--- config.mk ---
export PLATFORM = sky130hd
export DESIGN_NAME = vra_front_flat
export DESIGN_NICKNAME = d
export VERILOG_FILES = /design/src/rtl/core/vra_pkg.sv /design/src/rtl/core/vra_ifs.sv /design/src/rtl/core/vra_front.sv /design/src/flat_wrapper.sv
export SDC_FILE = /design/constraint.sdc
export NUM_CORES = 1
export LEC_CHECK = 0
export BUFFER_PORTS_ARGS = -buffer_cell sky130_fd_sc_hd__buf_2
export CORE_MARGIN = 2
export CORE_UTILIZATION = 55
export DETAILED_ROUTE_END_ITERATION = 10
export PLACE_DENSITY = 0.92
export SETUP_SLACK_MARGIN = 0.15
export SYNTH_ARGS = -nofsm -noshare
export SYNTH_HDL_FRONTEND = slang
export SYNTH_SLANG_ARGS = --single-unit
--- constraint.sdc ---
create_clock -name clk -period 9.2 [get_ports clk]
set_input_delay 1.84 -clock clk [delete_from_list [all_inputs] [get_ports clk]]
set_output_delay 1.84 -clock clk [all_outputs]
set_load 0.1 [all_outputs]
--- src/rtl/core/vra_pkg.sv ---
// Shared types and constants for the variant region annotator.
`timescale 1ns / 1ps
package vra_pkg;

    localparam int MAX_TRANSCRIPTS = 1024;
    localparam int MAX_REGIONS     = 8192;
    localparam int MAX_HITS        = 64;

    localparam int POS_W  = 32;
    localparam int TYPE_W = 3;
    localparam int TX_AW  = $clog2(MAX_TRANSCRIPTS);
    localparam int TX_CW  = $clog2(MAX_TRANSCRIPTS + 1);
    localparam int RG_AW  = $clog2(MAX_REGIONS);
    localparam int RG_CW  = $clog2(MAX_REGIONS + 1);
    localparam int HITS_W = $clog2(MAX_HITS + 1);

    localparam logic [1:0] CMD_CLEAR    = 2'd0;
    localparam logic [1:0] CMD_LOAD_TX  = 2'd1;
    localparam logic [1:0] CMD_LOAD_REG = 2'd2;
    localparam logic [1:0] CMD_QUERY    = 2'd3;

    localparam logic [TYPE_W-1:0] TYPE_OTHER = 3'd6;

    typedef enum logic [1:0] {
        OP_CLEAR,
        OP_LOAD_TX,
        OP_LOAD_REG,
        OP_QUERY
    } op_t;

    typedef struct packed {
        op_t               op;
        logic [POS_W-1:0]  span_start;
        logic [POS_W-1:0]  span_end;
        logic [TYPE_W-1:0] region_type;
        logic [POS_W-1:0]  position;
    } item_t;

    typedef struct packed {
        logic [POS_W-1:0]  echo_position;
        logic [TX_AW-1:0]  hit_transcript;
        logic [TYPE_W-1:0] hit_type;
        logic [POS_W-1:0]  hit_start;
        logic [POS_W-1:0]  hit_end;
        logic              intergenic;
        logic              truncated;
        logic              last;
    } result_t;

endpackage

--- src/rtl/core/vra_ifs.sv ---
// Handshake interfaces for the command and result channels.
`timescale 1ns / 1ps
interface vra_in_if;
    import vra_pkg::*;
    logic              valid;
    logic              ready;
    logic [1:0]        command;
    logic [POS_W-1:0]  span_start;
    logic [POS_W-1:0]  span_end;
    logic [TYPE_W-1:0] load_region_type;
    logic [POS_W-1:0]  query_position;

    modport source (output valid, command, span_start, span_end, load_region_type,
                    query_position, input ready);
    modport sink (input valid, command, span_start, span_end, load_region_type,
                  query_position, output ready);
endinterface


--- src/rtl/core/vra_front.sv ---
// Front end: accept command beats, classify them and queue them for the back end.
`timescale 1ns / 1ps
module vra_front import vra_pkg::*; (
    input  logic   clk,
    input  logic   rst_n,
    vra_in_if.sink req,
    output logic   q_valid,
    output item_t  q_item,
    input  logic   q_ready
);
    item_t      entry_reg [2];
    logic       wr_ptr_reg, wr_ptr_next;
    logic       rd_ptr_reg, rd_ptr_next;
    logic [1:0] count_reg, count_next;
    item_t      item_in;
    logic       push, pop;

    always_comb
    begin
        case (req.command)
            CMD_CLEAR:    item_in.op = OP_CLEAR;
            CMD_LOAD_TX:  item_in.op = OP_LOAD_TX;
            CMD_LOAD_REG: item_in.op = OP_LOAD_REG;
            default:      item_in.op = OP_QUERY;
        endcase
        item_in.span_start  = req.span_start;
        item_in.span_end    = req.span_end;
        item_in.region_type = (req.load_region_type > TYPE_OTHER) ? TYPE_OTHER
                                                                  : req.load_region_type;
        item_in.position    = req.query_position;
    end

    assign req.ready = (count_reg != 2'd2);
    assign push      = req.valid && req.ready;
    assign q_valid   = (count_reg != 2'd0);
    assign q_item    = entry_reg[rd_ptr_reg];
    assign pop       = q_valid && q_ready;

    always_comb
    begin
        wr_ptr_next = push ? !wr_ptr_reg : wr_ptr_reg;
        rd_ptr_next = pop ? !rd_ptr_reg : rd_ptr_reg;
        count_next  = count_reg + 2'(push) - 2'(pop);
    end

    always_ff @(posedge clk)
    begin
        if (push)
        begin
            entry_reg[wr_ptr_reg] <= item_in;
        end
    end

    always_ff @(posedge clk or negedge rst_n)
    begin
        if (!rst_n)
        begin
            wr_ptr_reg <= 1'b0;
            rd_ptr_reg <= 1'b0;
            count_reg  <= 2'd0;
        end
        else
        begin
            wr_ptr_reg <= wr_ptr_next;
            rd_ptr_reg <= rd_ptr_next;
            count_reg  <= count_next;
        end
    end
endmodule

--- src/flat_wrapper.sv ---
// flat-port wrapper written by rule: the top's interface ports become plain ports
module vra_front_flat import vra_pkg::*;
  (clk, rst_n, q_valid, q_item, q_ready, req_valid, req_command, req_span_start, req_span_end, req_load_region_type, req_query_position, req_ready);
  vra_in_if req_i ();
  input  logic clk;
  input  logic rst_n;
  output logic q_valid;
  output item_t q_item;
  input  logic q_ready;
  input wire logic [$bits(req_i.valid)-1:0] req_valid;
  input wire logic [$bits(req_i.command)-1:0] req_command;
  input wire logic [$bits(req_i.span_start)-1:0] req_span_start;
  input wire logic [$bits(req_i.span_end)-1:0] req_span_end;
  input wire logic [$bits(req_i.load_region_type)-1:0] req_load_region_type;
  input wire logic [$bits(req_i.query_position)-1:0] req_query_position;
  output wire logic [$bits(req_i.ready)-1:0] req_ready;
  assign req_i.valid = req_valid;
  assign req_i.command = req_command;
  assign req_i.span_start = req_span_start;
  assign req_i.span_end = req_span_end;
  assign req_i.load_region_type = req_load_region_type;
  assign req_i.query_position = req_query_position;
  assign req_ready = req_i.ready;
  vra_front u_core (.clk(clk), .rst_n(rst_n), .req(req_i), .q_valid(q_valid), .q_item(q_item), .q_ready(q_ready));
endmodule
==> reports/results.tsv <==
metric	value	unit
final worst-path cycle share	0.540	
Critical Path, Cell by Cell	buf_4 > mux2_4 > buf_2	
Worst path max stage delay	0.91	ns
worst min path class	flip-flop to flip-flop	
worst hold margin	0.518	ns
io pins	208	
GP Congestion	0.687	
ANT nets after route	0	
vias per cell	5.06	
fin area	9670	um2
drt pass-1 iters	4	
most common cell in the netlist	edfxtp_1	
Most Crowded Layer GR	met2	
yosys warns	0	
final hold vios	0	
met1 Resource Use GR	0.201	
die area	15200	um2
Nets	663	
Via Count	3806	
die width	123	um
total CTS buffers	21	
CTS sink cnt	206	
Worst Max-Slew Pin Slew	1.16	ns
HPWL after detailed placement	9270	um
Initial Util	0.565	
Worst-path clk slew	0.05	ns
area grow syn2layout	23.4	%
met2 Use GR	0.323	
CTS tree	yes	
RSZ-0062 raised after global routing	false	
post-synthesis net count	445	
vias in the first global route	3996	
status	finished clean	
initial drt markers	233	
GRT Total Usage	0.175	
type of origin of the critical path	flip-flop	
top cell type by total area after synthesis	edfxtp_1	
Crit Path Category	flip-flop to output pin	
setup TNS	0	ns
largest net degree at the start of global routing	63	
register area share after synthesis	0.786	
Max Cap Viol	0	
root buffer cell	clkbuf_16	
Worst EP required	7.36	ns
Post-CTS Setup Bufs	0	
Finish-stage setup viols	0	
initial antenna violation count	2	
M3 GR Usage	0.0521	
CTS H-Tree Depth	1	
max frequency	0.201	GHz
first-pass GRT wire length	20100	um
die height	123	um
headroom to the max-slew limit	0.222	
Clock Latency Late Sink	0.48	ns
Final Slew Violations	0	
DRC	0	
unique cell type count in the Yosys netlist	19	
row count	43	
Syn Inst Count	338	
Area after DPL	9020	um2
synthesized flop and latch total	206	
max reg flops	202	
Period minus WS final	4.97	ns
EDFF count, synth	202	
CTS Hold Bufs	0	
top cells by area, synth	edfxtp_1, mux2_4, mux2_2	
layout cells sized above 1	0.604	
routed len/inst	18.4	um
CP max FO	60	
CTS resizes	0	
ys async rst share	0.0194	
IO Port Bufs	207	
worst path arrival time	3.13	ns
core area	13900	um2
share of the synthesized area in the top cell type	0.774	
main flop type after synthesis	edfxtp_1	
GR Overflow Total	0	
top cells by count, synth	edfxtp_1, mux2_4, mux2_2	
worst-case clock buffer depth	3	
final WL	13900	um
CP max-delay cell	buf_4	
crit end category	output pin	
mapped cell area	7840	um2
Final Skew	0.0105	ns
syn_area_per_cell	23.2	um2
-- cells by family (layout without fill, tap and decap cells) --
kind of cell / count (synthesis) / in the layout / synth area share
flip-flops: 206 / 206 / 0.786
multiplexers: 101 / 101 / 0.183
buffers and inverters: 18 / 251 / 0.0171
AND/OR/NAND/NOR: 6 / 6 / 0.00447
XOR/XNOR: 4 / 4 / 0.00447
adder cells (fa/ha/maj): 2 / 2 / 0.00319
AO/OA/AOI/OAI: 1 / 1 / 0.000958
other: 0 / 1 / 0
-- metrics by stage --
step / utilization / setup WS, ns / instances
2_1_floorplan: - / 2.45 / 338
3_3_place_gp: 0.650 / 4.79 / 713
3_5_place_dp: 0.650 / 4.73 / 713
4_1_cts: 0.697 / 4.21 / 751
5_1_grt: 0.697 / 4.10 / 751
6_report: 0.697 / 4.23 / 752
-- per-layer routing --
metal,vias up,share of wire
met5,-,0.00094
met4,2,0.0072
met3,12,0.080
met2,147,0.54
met1,1870,0.37
li1,1775,-
-- worst max-delay path: cells and delay by family, from the launching register on --
kind	cells	cell delay [ns]
multiplexers	1	0.31
buffers and inverters	2	1.33
flip-flops	1	0.87
-- cell usage in the layout, fill, tap and decap left out, types with 2 or more instances in the layout --
cell	netlist	routed
clkbuf_1	4	8
dfrtp_1	4	3
mux2_4	80	80
buf_4	1	3
clkbuf_8	0	2
clkbuf_16	0	21
buf_2	2	207
clkinv_2	0	2
edfxtp_1	202	202
mux2_2	21	21
xnor2_1	3	3
ha_1	2	2
inv_1	3	3
-- cell type report --
type,count,area (um2)
multi-input cells,114,1550
inverters,3,11.3
repair buffers,210,1060
clock inverters,7,68.8
clock buffers,31,583
fillers,899,4210
well taps,180,225
diodes,1,2.50
flip-flops and latches,206,6170
-- final timing paths --
check / start / end / slack (ns) / cells past startpoint
worst max-delay path: u_core.rd_ptr_reg / q_item[33] / 4.23 / 3
worst min-delay path: u_core.count_reg[1] / u_core.count_reg[1] / 0.52 / 1
worst max register to register: u_core.count_reg[1] / u_core.entry_reg[0][63] / 6.37 / 4
worst min register to register: u_core.count_reg[1] / u_core.count_reg[1] / 0.52 / 1
max in group asynchronous: rst_n / u_core.rd_ptr_reg / 7.90 / 1
min in group asynchronous: rst_n / u_core.rd_ptr_reg / 1.16 / 1
Power is left out: the tool's default activity adds up to more than one toggle a clock period on the data nets, which glitch-free logic cannot reach.
